==> src/rtl/crp_pkg.sv <==
// shared types, codes and constants of the cell reference parser
// no dependencies; imported by every module of the block
`default_nettype none

package crp_pkg;

  // default accumulator widths
  localparam int unsigned ROW_BITS_DEF    = 21;
  localparam int unsigned COLUMN_BITS_DEF = 15;

  // fixed widths of the result fields and limit registers
  localparam int unsigned ROW_OUT_W  = 21;
  localparam int unsigned COL_OUT_W  = 15;
  localparam int unsigned CFG_IDX_W  = 2;
  localparam int unsigned CFG_DATA_W = 21;
  localparam int unsigned CHAR_W     = 8;
  localparam int unsigned LETTER_W   = 5;
  localparam int unsigned DIGIT_W    = 4;

  // register indexes of the configuration port
  localparam logic [CFG_IDX_W-1:0] REG_ROW_LIMIT    = 2'd0;
  localparam logic [CFG_IDX_W-1:0] REG_COLUMN_LIMIT = 2'd1;

  // reset values of the limits
  localparam logic [ROW_OUT_W-1:0] ROW_LIMIT_RST    = 21'd1048576;
  localparam logic [COL_OUT_W-1:0] COLUMN_LIMIT_RST = 15'd16384;

  // character codes
  localparam logic [CHAR_W-1:0] CHAR_UC_A = 8'h41;
  localparam logic [CHAR_W-1:0] CHAR_UC_Z = 8'h5A;
  localparam logic [CHAR_W-1:0] CHAR_LC_A = 8'h61;
  localparam logic [CHAR_W-1:0] CHAR_LC_Z = 8'h7A;
  localparam logic [CHAR_W-1:0] CHAR_0    = 8'h30;
  localparam logic [CHAR_W-1:0] CHAR_9    = 8'h39;

  // radices of the column and row numbers
  localparam int unsigned COLUMN_RADIX = 26;
  localparam int unsigned ROW_RADIX    = 10;

  typedef enum logic [1:0] {
    ST_OK       = 2'd0,
    ST_BAD_CHAR = 2'd1,
    ST_MISSING  = 2'd2,
    ST_RANGE    = 2'd3
  } status_e;

  // decoded form of one character
  typedef struct packed {
    logic                is_letter;
    logic                is_digit;
    logic [LETTER_W-1:0] letter_val;
    logic [DIGIT_W-1:0]  digit_val;
  } char_class_t;

  // one result transaction
  typedef struct packed {
    status_e              status;
    logic [ROW_OUT_W-1:0] row_number;
    logic [COL_OUT_W-1:0] column_number;
  } result_t;

endpackage

`default_nettype wire

==> src/rtl/crp_char_class.sv <==
// character decoder: letter or digit test and the value of each
// depends on crp_pkg
`default_nettype none

module crp_char_class
  import crp_pkg::*;
(
  input  logic [CHAR_W-1:0] char_code_i,
  output char_class_t       class_o
);

  logic is_upper;
  logic is_lower;
  logic [CHAR_W-1:0] upper_off;
  logic [CHAR_W-1:0] lower_off;
  logic [CHAR_W-1:0] digit_off;

  // range tests
  assign is_upper = (char_code_i >= CHAR_UC_A) && (char_code_i <= CHAR_UC_Z);
  assign is_lower = (char_code_i >= CHAR_LC_A) && (char_code_i <= CHAR_LC_Z);

  // letter value 1..26 in either case, digit value 0..9
  assign upper_off = char_code_i - CHAR_UC_A + 8'd1;
  assign lower_off = char_code_i - CHAR_LC_A + 8'd1;
  assign digit_off = char_code_i - CHAR_0;

  assign class_o.is_letter  = is_upper || is_lower;
  assign class_o.is_digit   = (char_code_i >= CHAR_0) && (char_code_i <= CHAR_9);
  assign class_o.letter_val = is_upper ? upper_off[LETTER_W-1:0] : lower_off[LETTER_W-1:0];
  assign class_o.digit_val  = digit_off[DIGIT_W-1:0];

endmodule

`default_nettype wire

==> src/rtl/crp_parse_core.sv <==
// parse state: column and row accumulators, flags and the status decision
// depends on crp_pkg; fed by crp_char_class
`default_nettype none

module crp_parse_core
  import crp_pkg::*;
#(
  parameter int unsigned ROW_BITS    = ROW_BITS_DEF,
  parameter int unsigned COLUMN_BITS = COLUMN_BITS_DEF
) (
  input  logic                 clk_i,
  input  logic                 rst_ni,
  input  logic                 take_i,
  input  logic                 last_i,
  input  char_class_t          class_i,
  input  logic [ROW_OUT_W-1:0] row_limit_i,
  input  logic [COL_OUT_W-1:0] column_limit_i,
  output logic                 push_o,
  output result_t              result_o
);

  localparam int unsigned COL_EXT_W = COLUMN_BITS + 6;
  localparam int unsigned ROW_EXT_W = ROW_BITS + 4;
  localparam int unsigned ROW_CMP_W = (ROW_BITS > ROW_OUT_W) ? ROW_BITS : ROW_OUT_W;
  localparam int unsigned COL_CMP_W = (COLUMN_BITS > COL_OUT_W) ? COLUMN_BITS : COL_OUT_W;
  localparam logic [COLUMN_BITS-1:0] COL_MAX = '1;
  localparam logic [ROW_BITS-1:0]    ROW_MAX = '1;

  logic [COLUMN_BITS-1:0] column_accum_q, column_accum_d, column_accum_n;
  logic [ROW_BITS-1:0]    row_accum_q, row_accum_d, row_accum_n;
  logic column_overflow_q, column_overflow_d, column_overflow_n;
  logic row_overflow_q, row_overflow_d, row_overflow_n;
  logic seen_letter_q, seen_letter_d, seen_letter_n;
  logic seen_digit_q, seen_digit_d, seen_digit_n;
  logic bad_char_q, bad_char_d, bad_char_n;

  logic [COL_EXT_W-1:0] col_step;
  logic [ROW_EXT_W-1:0] row_step;
  logic                 out_of_range;

  // one multiply-add step for each accumulator
  assign col_step = COL_EXT_W'(column_accum_q) * COL_EXT_W'(COLUMN_RADIX)
                  + COL_EXT_W'(class_i.letter_val);
  assign row_step = ROW_EXT_W'(row_accum_q) * ROW_EXT_W'(ROW_RADIX)
                  + ROW_EXT_W'(class_i.digit_val);

  // state after the current character
  always_comb begin
    column_accum_n    = column_accum_q;
    column_overflow_n = column_overflow_q;
    row_accum_n       = row_accum_q;
    row_overflow_n    = row_overflow_q;
    seen_letter_n     = seen_letter_q;
    seen_digit_n      = seen_digit_q;
    bad_char_n        = bad_char_q;
    if (class_i.is_letter) begin
      if (seen_digit_q) begin
        bad_char_n = 1'b1;
      end else begin
        seen_letter_n = 1'b1;
        if (col_step > COL_EXT_W'(COL_MAX)) begin
          column_accum_n    = COL_MAX;
          column_overflow_n = 1'b1;
        end else begin
          column_accum_n = col_step[COLUMN_BITS-1:0];
        end
      end
    end else if (class_i.is_digit) begin
      seen_digit_n = 1'b1;
      if (row_step > ROW_EXT_W'(ROW_MAX)) begin
        row_accum_n    = ROW_MAX;
        row_overflow_n = 1'b1;
      end else begin
        row_accum_n = row_step[ROW_BITS-1:0];
      end
    end else begin
      bad_char_n = 1'b1;
    end
  end

  // range check against the limits
  assign out_of_range = row_overflow_n || column_overflow_n
                     || (row_accum_n == '0)
                     || (ROW_CMP_W'(row_accum_n) > ROW_CMP_W'(row_limit_i))
                     || (column_accum_n == '0)
                     || (COL_CMP_W'(column_accum_n) > COL_CMP_W'(column_limit_i));

  // status decision by priority: bad character, then missing part, then range
  always_comb begin
    result_o.row_number    = '0;
    result_o.column_number = '0;
    if (bad_char_n) begin
      result_o.status = ST_BAD_CHAR;
    end else if (!seen_letter_n || !seen_digit_n) begin
      result_o.status = ST_MISSING;
    end else if (out_of_range) begin
      result_o.status = ST_RANGE;
    end else begin
      result_o.status        = ST_OK;
      result_o.row_number    = ROW_OUT_W'(row_accum_n);
      result_o.column_number = COL_OUT_W'(column_accum_n);
    end
  end

  assign push_o = take_i && last_i;

  // next state: hold when idle, clear after the last character
  always_comb begin
    column_accum_d    = column_accum_q;
    column_overflow_d = column_overflow_q;
    row_accum_d       = row_accum_q;
    row_overflow_d    = row_overflow_q;
    seen_letter_d     = seen_letter_q;
    seen_digit_d      = seen_digit_q;
    bad_char_d        = bad_char_q;
    if (take_i) begin
      if (last_i) begin
        column_accum_d    = '0;
        column_overflow_d = 1'b0;
        row_accum_d       = '0;
        row_overflow_d    = 1'b0;
        seen_letter_d     = 1'b0;
        seen_digit_d      = 1'b0;
        bad_char_d        = 1'b0;
      end else begin
        column_accum_d    = column_accum_n;
        column_overflow_d = column_overflow_n;
        row_accum_d       = row_accum_n;
        row_overflow_d    = row_overflow_n;
        seen_letter_d     = seen_letter_n;
        seen_digit_d      = seen_digit_n;
        bad_char_d        = bad_char_n;
      end
    end
  end

  // parse state registers
  always_ff @(posedge clk_i or negedge rst_ni) begin
    if (!rst_ni) begin
      column_accum_q    <= '0;
      column_overflow_q <= 1'b0;
      row_accum_q       <= '0;
      row_overflow_q    <= 1'b0;
      seen_letter_q     <= 1'b0;
      seen_digit_q      <= 1'b0;
      bad_char_q        <= 1'b0;
    end else begin
      column_accum_q    <= column_accum_d;
      column_overflow_q <= column_overflow_d;
      row_accum_q       <= row_accum_d;
      row_overflow_q    <= row_overflow_d;
      seen_letter_q     <= seen_letter_d;
      seen_digit_q      <= seen_digit_d;
      bad_char_q        <= bad_char_d;
    end
  end

`ifndef SYNTHESIS
  // an ok result carries a nonzero row and column
  a_ok_nonzero: assert property (@(posedge clk_i) disable iff (!rst_ni)
    push_o && (result_o.status == ST_OK) |->
      (result_o.row_number != '0) && (result_o.column_number != '0))
    else $error("ok result with zero row or column");

  // an error result carries zero fields
  a_err_zero: assert property (@(posedge clk_i) disable iff (!rst_ni)
    push_o && (result_o.status != ST_OK) |->
      (result_o.row_number == '0) && (result_o.column_number == '0))
    else $error("error result with nonzero fields");

  // state is cleared after a reference ends
  a_cleared: assert property (@(posedge clk_i) disable iff (!rst_ni)
    push_o |=> !seen_letter_q && !seen_digit_q && !bad_char_q
               && (row_accum_q == '0) && (column_accum_q == '0))
    else $error("parse state not cleared after last character");
`endif

endmodule

`default_nettype wire

==> src/rtl/crp_out_buffer.sv <==
// two-entry result buffer: output register plus skid register
// depends on crp_pkg
`default_nettype none

module crp_out_buffer
  import crp_pkg::*;
(
  input  logic    clk_i,
  input  logic    rst_ni,
  input  logic    push_i,
  input  result_t result_i,
  output logic    space_o,
  output logic    out_valid_o,
  input  logic    out_ready_i,
  output result_t result_o
);

  logic    out_valid_q, out_valid_d;
  logic    skid_valid_q, skid_valid_d;
  result_t out_q, out_d;
  result_t skid_q, skid_d;

  // output register refills from the skid first, keeping order
  always_comb begin
    out_valid_d  = out_valid_q;
    skid_valid_d = skid_valid_q;
    out_d        = out_q;
    skid_d       = skid_q;
    if (!out_valid_q || out_ready_i) begin
      if (skid_valid_q) begin
        out_d       = skid_q;
        out_valid_d = 1'b1;
        if (push_i) begin
          skid_d = result_i;
        end else begin
          skid_valid_d = 1'b0;
        end
      end else begin
        out_valid_d = push_i;
        if (push_i) begin
          out_d = result_i;
        end
      end
    end else if (push_i) begin
      skid_d       = result_i;
      skid_valid_d = 1'b1;
    end
  end

  // valid flags
  always_ff @(posedge clk_i or negedge rst_ni) begin
    if (!rst_ni) begin
      out_valid_q  <= 1'b0;
      skid_valid_q <= 1'b0;
    end else begin
      out_valid_q  <= out_valid_d;
      skid_valid_q <= skid_valid_d;
    end
  end

  // payload registers
  always_ff @(posedge clk_i) begin
    out_q  <= out_d;
    skid_q <= skid_d;
  end

  assign space_o     = !skid_valid_q;
  assign out_valid_o = out_valid_q;
  assign result_o    = out_q;

`ifndef SYNTHESIS
  // the skid never holds a result ahead of an empty output register
  a_skid_order: assert property (@(posedge clk_i) disable iff (!rst_ni)
    skid_valid_q |-> out_valid_q)
    else $error("skid holds data while output register is empty");

  // no push lands on a full skid
  a_no_overrun: assert property (@(posedge clk_i) disable iff (!rst_ni)
    push_i |-> !skid_valid_q)
    else $error("result pushed into a full buffer");

  // skid fills only while the receiver stalls
  a_skid_fill: assert property (@(posedge clk_i) disable iff (!rst_ni)
    $rose(skid_valid_q) |-> $past(out_valid_q && !out_ready_i && push_i))
    else $error("skid filled without a stall");
`endif

endmodule

`default_nettype wire

==> src/rtl/cell_reference_parser_unit.sv <==
// top level of the cell reference parser: limit registers and wiring
// depends on crp_pkg, crp_char_class, crp_parse_core, crp_out_buffer
//
// Usage: the reference text enters one character per input transaction
// (char_code_i, last_char_i on in_valid_i/in_ready_o). Letters in either
// case form the column, digits the row; last_char_i marks the final byte.
// Only a transaction with last_char_i set makes a result transaction
// (status_o, row_number_o, column_number_o on out_valid_o/out_ready_i).
// Throughput: one character per cycle while in_ready_o is high. The result
// goes to the output register, or to the skid entry if the receiver stalls;
// the parse state itself is the only stage before the result register.
// A stalled receiver is absorbed by the output register plus one skid
// entry; in_ready_o drops only while both hold results.
// Limits are written on the cfg channel (index 0 row_limit, 1 column_limit,
// other indexes ignored); cfg_ready_o is always high and writes belong to
// idle periods. Reset clears the parse state and the buffer and loads the
// limits with 1048576 rows and 16384 columns.
`default_nettype none

module cell_reference_parser_unit
  import crp_pkg::*;
#(
  parameter int unsigned ROW_BITS    = ROW_BITS_DEF,
  parameter int unsigned COLUMN_BITS = COLUMN_BITS_DEF
) (
  input  logic                  clk_i,
  input  logic                  rst_ni,
  input  logic                  in_valid_i,
  output logic                  in_ready_o,
  input  logic [CHAR_W-1:0]     char_code_i,
  input  logic                  last_char_i,
  output logic                  out_valid_o,
  input  logic                  out_ready_i,
  output logic [1:0]            status_o,
  output logic [ROW_OUT_W-1:0]  row_number_o,
  output logic [COL_OUT_W-1:0]  column_number_o,
  input  logic                  cfg_valid_i,
  output logic                  cfg_ready_o,
  input  logic [CFG_IDX_W-1:0]  cfg_index_i,
  input  logic [CFG_DATA_W-1:0] cfg_data_i
);

  logic [ROW_OUT_W-1:0] row_limit_q;
  logic [COL_OUT_W-1:0] column_limit_q;
  char_class_t          char_class;
  logic                 take;
  logic                 push;
  logic                 space;
  result_t              core_result;
  result_t              out_result;

  // limit registers
  assign cfg_ready_o = 1'b1;

  always_ff @(posedge clk_i or negedge rst_ni) begin
    if (!rst_ni) begin
      row_limit_q    <= ROW_LIMIT_RST;
      column_limit_q <= COLUMN_LIMIT_RST;
    end else if (cfg_valid_i) begin
      case (cfg_index_i)
        REG_ROW_LIMIT: begin
          row_limit_q <= cfg_data_i[ROW_OUT_W-1:0];
        end
        REG_COLUMN_LIMIT: begin
          column_limit_q <= cfg_data_i[COL_OUT_W-1:0];
        end
        default: begin
        end
      endcase
    end
  end

  // input transaction
  assign in_ready_o = space;
  assign take       = in_valid_i && space;

  crp_char_class u_char_class (
    .char_code_i (char_code_i),
    .class_o     (char_class)
  );

  crp_parse_core #(
    .ROW_BITS    (ROW_BITS),
    .COLUMN_BITS (COLUMN_BITS)
  ) u_parse_core (
    .clk_i          (clk_i),
    .rst_ni         (rst_ni),
    .take_i         (take),
    .last_i         (last_char_i),
    .class_i        (char_class),
    .row_limit_i    (row_limit_q),
    .column_limit_i (column_limit_q),
    .push_o         (push),
    .result_o       (core_result)
  );

  crp_out_buffer u_out_buffer (
    .clk_i       (clk_i),
    .rst_ni      (rst_ni),
    .push_i      (push),
    .result_i    (core_result),
    .space_o     (space),
    .out_valid_o (out_valid_o),
    .out_ready_i (out_ready_i),
    .result_o    (out_result)
  );

  // result fields
  assign status_o        = out_result.status;
  assign row_number_o    = out_result.row_number;
  assign column_number_o = out_result.column_number;

endmodule

`default_nettype wire
==> config.mk <==
export PLATFORM = sky130hd
export DESIGN_NAME = cell_reference_parser_unit
export DESIGN_NICKNAME = d
export VERILOG_FILES = /design/src/rtl/crp_pkg.sv /design/src/rtl/crp_char_class.sv /design/src/rtl/crp_parse_core.sv /design/src/rtl/crp_out_buffer.sv /design/src/rtl/cell_reference_parser_unit.sv
export SDC_FILE = /design/constraint.sdc
export NUM_CORES = 1
export LEC_CHECK = 0
export BUFFER_PORTS_ARGS = -buffer_cell sky130_fd_sc_hd__buf_2
export CAP_MARGIN = 20
export CORE_MARGIN = 2
export CORE_UTILIZATION = 35
export CTS_BUF_LIST = sky130_fd_sc_hd__clkbuf_2
export CTS_CLUSTER_DIAMETER = 120
export DETAILED_ROUTE_END_ITERATION = 7
export SETUP_SLACK_MARGIN = 0.5
export SLEW_MARGIN = 15
export SYNTH_ARGS = -nofsm -noshare
export SYNTH_HDL_FRONTEND = slang
export SYNTH_SLANG_ARGS = --single-unit
==> constraint.sdc <==
create_clock -name clk_i -period 18.1 [get_ports clk_i]
set_clock_uncertainty 0.1 [all_clocks]
set_input_delay 3.62 -clock clk_i [delete_from_list [all_inputs] [get_ports clk_i]]
set_output_delay 3.62 -clock clk_i [all_outputs]
set_load 0.03 [all_outputs]
Word level (Yosys, flattened, before mapping)
Index checks and enable logic that the tools add are counted.
Word-level totals
  input port bits: 37
  output and inout port bits: 41
  logic and storage cells: 106
  flip-flop bits (word level): 155
Operators by class
  $lt $le $gt $ge: 10
  reduce and logical (&&, ||, !) cells: 25
  multiplexer cells: 43
  add/sub/neg operators: 7
  $mul: 2
  equal/unequal tests: 2
Operator list (count)
  2-to-1 mux 38 bit: 5
  2-to-1 mux 36 bit: 3
  2-to-1 mux 21 bit: 4
  2-to-1 mux 15 bit: 4
  adder 25 x 4 -> 25 bit: 1
  > comparator 25 x 21 -> 1 bit, second input constant: 1
  multiplier 21 x 3 -> 24 bit, second input constant: 1
  2-to-1 mux 1 bit: 23
  adder 20 x 5 -> 21 bit: 1
  > comparator 21 x 15 -> 1 bit, second input constant: 1
  > comparator 21 bit: 1
  zero test 21 bit: 1
  multiplier 15 x 4 -> 19 bit, second input constant: 1
  >= comparator 8 x 7 -> 1 bit, second input constant: 2
  less-or-equal comparator 8 x 7 -> 1 bit, second input constant: 2
  > comparator 15 bit: 1
  zero test 15 bit: 1
  adder 5 x 1 -> 5 bit, second input constant: 2
  subtractor 5 x 1 -> 5 bit, second input constant: 2
  >= comparator 8 x 6 -> 1 bit, second input constant: 1
  less-or-equal comparator 8 x 6 -> 1 bit, second input constant: 1
  logical OR 1 bit: 8
  2-to-1 mux 2 bit: 3
  AND reduction 2 bit: 3
  other kinds (8): 16

Depth between registers and ports, before layout
  word-level depth: 19
  mapped depth: 32

Modules after synthesis
From an unflattened synthesis, not the netlist that was laid out.
Second synthesis, totals
  cells, all modules: 1228
  area, all modules: 11992.8 um^2
By module, submodules not included
  crp_parse_core: seq. area each 1026.0 um^2, times used 1, cells each 1003, area each 7445.9 um^2
  crp_out_buffer: seq. area each 2332.2 um^2, times used 1, cells each 128, area each 3032.9 um^2
  cell_reference_parser_unit: seq. area each 903.4 um^2, times used 1, cells each 80, area each 1398.8 um^2
  crp_char_class: seq. area each 0.0 um^2, times used 1, cells each 17, area each 115.1 um^2

Worst setup path after synthesis
Ideal clock, no wire load.
  path kind: input to register
  start point: input char_code_i[1]
  end point: register u_out_buffer.out_q, in the netlist u_out_buffer.result_o[8], data pin
  setup time: 170 ps
  arrival time: 8494 ps
  data required time: 17830 ps
  stages on the path: 27
  path slack: 9337 ps
  buffers on the path: 2
  path through: ha_1 > fa_1 > a21oi_1 > o21bai_1 > nand2_1 > nor4_1 > a21oi_1 > o211ai_1 > clkbuf_1 > nor2_1 > nand2_1 > o21ai_0 > inv_1 > ha_1 > nor2b_1 > o21a_1 > o21a_1 > o21a_1 > o21a_1 > o21ai_0 > a21oi_1 > o21ai_0 > o2111ai_1 > a211oi_1 > o211ai_4 > buf_6 > o31ai_1
On the way
  word-level cells in the longest chain between the ends: 18
  elaborated cells between the ends (all ways): 54
  classes of those cells: add/sub (7); order compare (10); mux (23); reduce/logical (14)
Ends and longest elaborated chain
  start, declared: RTL line cell_reference_parser_unit.sv:30  | input logic [CHAR_W-1:0] char_code_i,
  parallel branches: the longest is 15 deep, another holds adder 20 x 5 -> 21 bit
  2-to-1 mux 36 bit (*): RTL line crp_parse_core.sv:92  | if (bad_char_n) begin
  2-to-1 mux 38 bit (*): RTL line crp_out_buffer.sv:40  | if (push_i) begin
  2-to-1 mux 38 bit (*): RTL line crp_out_buffer.sv:30  | if (skid_valid_q) begin
  end signal, assigned: RTL line crp_out_buffer.sv:63  | out_q <= out_d;
  end, declared: RTL line crp_out_buffer.sv:20  | result_t out_q, out_d;
Mark *: on every way between the ends. The select of a mux whose other input is x is not followed.
A chain may end at the register's enable or synchronous reset.

Final worst setup path
  start point: input char_code_i[1]
  end point: register u_out_buffer.out_q, in the netlist u_out_buffer.result_o[14], data pin
Same word-level chain as after synthesis.

==> metrics.txt <==
outcome=complete, no violations; largest net degree at the start of global routing=63; clk sinks=155; total gr overflow=0; post-cts hold buffer count=0; Mapped Cells=1223; row count=65; CP most frequent cell=o21a_1; Most used DFF post-synth=dfrtp_1; simple-gate share of the synthesized area=14.5%; post-cts gate resize count=0; Reg area=0.00426 mm²; CP max stage cell=nor4_1; Post-synth EDFFs=76; WP buf/inv=4; post-synthesis mux area share=2.78%; gr usage total=17.8%; Die Y=184 µm; CTS Buffer Depth=2; Fin Hold WS=0.430 ns; core area=0.0317 mm²; Area Growth Syn to Fin=9.33%; Pre-antenna DRT Iters=6; dominant combinational cell family by area after synthesis=compound AO/OA/AOI/OAI gates; final wirelength=29500 µm; syn nets=1390; fill count=3223; CP max FO=55; Synth Warn #=0; Final Cycle Share=48.5%; count of final hold-check violations=0; critical path depth=28; clk_lat worst skew=0.76 ns; worst vdd ir=0.0369 mV; final net count=1450; Hold Crit Class=reg2reg; Max-cap violations=0; area leader, netlist=edfxtp_1; endpoints failing setup=0; first-pass GRT wire length=47300 µm; WL/cell=17.3 µm; PD cells=86.3 mW/mm²; width of the die=184 µm; worst path required time=18.57 ns; drt drc=0; max_slew headroom=44.0%; Tightest Pin Transition=0.838 ns; Post-Syn Area per Cell=9.26 µm²; number of synthesized register bits=155; H-Tree Level Count=4; Total Power=0.00107 W; placed instance area=0.0121 mm²; Synth Area in Adders=15.4%; clk slew on worst S/H paths=0.24 ns; Initial Util=35.7%; most frequent cells in the layout=inv_1 (139), ha_1 (115), nand2_1 (113); vias in the first global route=8854; Synth top area share=20.2%; reg2reg setup slack=10.15 ns; Final Max Tran Viols=0; Crit path largest cell delay=0.48 ns; synth top area cells=edfxtp_1 (20%), dfrtp_1 (17%), ha_1 (13%); root buffer cell=clkbuf_2; CP arrival=9.25 ns; setup ws final=9.32 ns; Crit path max-delay family=compound AO/OA/AOI/OAI gates; CP Capture Type=flop; crit start category=input port; Design Area, Final=0.0124 mm²; vias=9168; TritonCTS clock tree=yes; DP Wirelength=22800 µm; area of the multi-input gates=0.00634 mm²; post-synthesis xor/xnor area fraction=3.87%; antenna violations before repair=1; post-synthesis sequential area ratio=37.6%; First DRT Iteration DRCs=715; synth unique cells=77; Port Buffers=76; hold path depth=2; crit path time final=8.78 ns; GPL Wtd Cong=0.870; r2r worst-path depth=29; leakage=5.77 nW; setup TNS=0 ns; ANT nets after route=0; commonest non-fill, non-tap cell in the layout=inv_1; Mapped Area=0.0113 mm²; Via-to-Cell Ratio=5.40; DIE AREA=0.0338 mm²; Post-Place Worst Slack=8.63 ns; share of layout cells above drive strength 1=13.3%; Post-CTS Setup Bufs=0; ys async rst share=51.0%; Inserted Clock Buffers=17; Ports=78; RSZ-0062 raised after global routing=false; achievable clock frequency=114 MHz; Synth Area in Compound Gates=19.2%; kind of critical path=in2reg
## stage by stage
step / std cells / utilization [%]
finish: 1699 / 39.0
global route: 1699 / 39.0
CTS: 1697 / 39.0
detailed placement: 1665 / 38.2
global placement: 1665 / 38.2
floorplan: 1223 / -
## power by group
part	total, W	leakage (nW)	internal, W	switching, W
clock	0.000204	0.153	0.0000771	0.000127
sequential	0.000418	1.78	0.000398	0.0000201
combinational	0.000446	3.83	0.000166	0.000280
## routing by layer
| layer | GRT usage [%] | vias to the layer above | part of all wire [%] |
|---|---|---|---|
| met1 | 24.2 | 4440 | 46 |
| met3 | 2.08 | 33 | 3.4 |
| li1 | - | 4495 | - |
| met2 | 29.6 | 200 | 48 |
| met5 | 0 | - | 0 |
| met4 | 5.38 | 0 | 2.2 |
## state kept, by name, indices dropped and copies added (netlist names)
signal and cells:
u_parse_core.row_overflow_q 1, u_parse_core.seen_digit_q 1, u_out_buffer.skid_q 38, u_parse_core.bad_char_q 1
column_limit_q 15, u_out_buffer.skid_valid_q 1, u_out_buffer.out_valid_o 1, u_parse_core.column_accum_q 15
u_parse_core.row_accum_q 21, row_limit_q 21, u_parse_core.seen_letter_q 1, u_parse_core.column_overflow_q 1
u_out_buffer.result_o 38
## tightest hold or removal path, cell delays in order (launching register included)
cell	delay, ns
edfxtp_1	0.37
nand2_1	0.05
o31ai_1	0.06
## synth_stat cells, drive strengths merged (8+ instances only)
cell type and number:
nor2 90, clkbuf 38, edfxtp 76, buf 11
mux2i 9, a32o 18, nand2 113, o21a 14
and3 12, nor4 13, dfrtp 77, a21oi 67
o21ai 86, o22ai 21, a31o 8, o31ai 23
nand4 11, and2 14, nor3 13, a31oi 12
inv 140, fa 15, mux2 20, a21o 28
nand3 23, xor2 15, xnor2 35, nor2b 14
ha 115
## cell type report
class | instances | share of cell area (%)
clock inverters | 13 | 1.19
inverters | 140 | 4.25
well taps | 402 | 4.06
clock buffers | 19 | 0.768
multi-input cells | 879 | 51.2
diodes | 1 | 0.0202
repair buffers | 90 | 4.04
flip-flops and latches | 155 | 34.4
## cells by family (layout without fill, tap and decap cells)
group,count (synthesis),count (layout)
XOR/XNOR,50,50
AND/OR/NAND/NOR,342,342
adder cells (fa/ha/maj),130,130
buffers and inverters,189,262
other,1,2
AO/OA/AOI/OAI,327,327
flip-flops,155,155
multiplexers,29,29
## final timing paths
check,startpoint,end
setup / recovery,char_code_i[1],u_out_buffer.result_o[14]
hold / removal,u_out_buffer.skid_q[1],u_out_buffer.result_o[1]
setup reg to reg,u_parse_core.row_accum_q[1],u_out_buffer.result_o[14]
hold reg to reg,u_out_buffer.skid_q[1],u_out_buffer.result_o[1]
max in group asynchronous,rst_ni,u_parse_core.column_accum_q[1]
min in group asynchronous,rst_ni,column_limit_q[12]
Power figures use the tool's default switching activity.
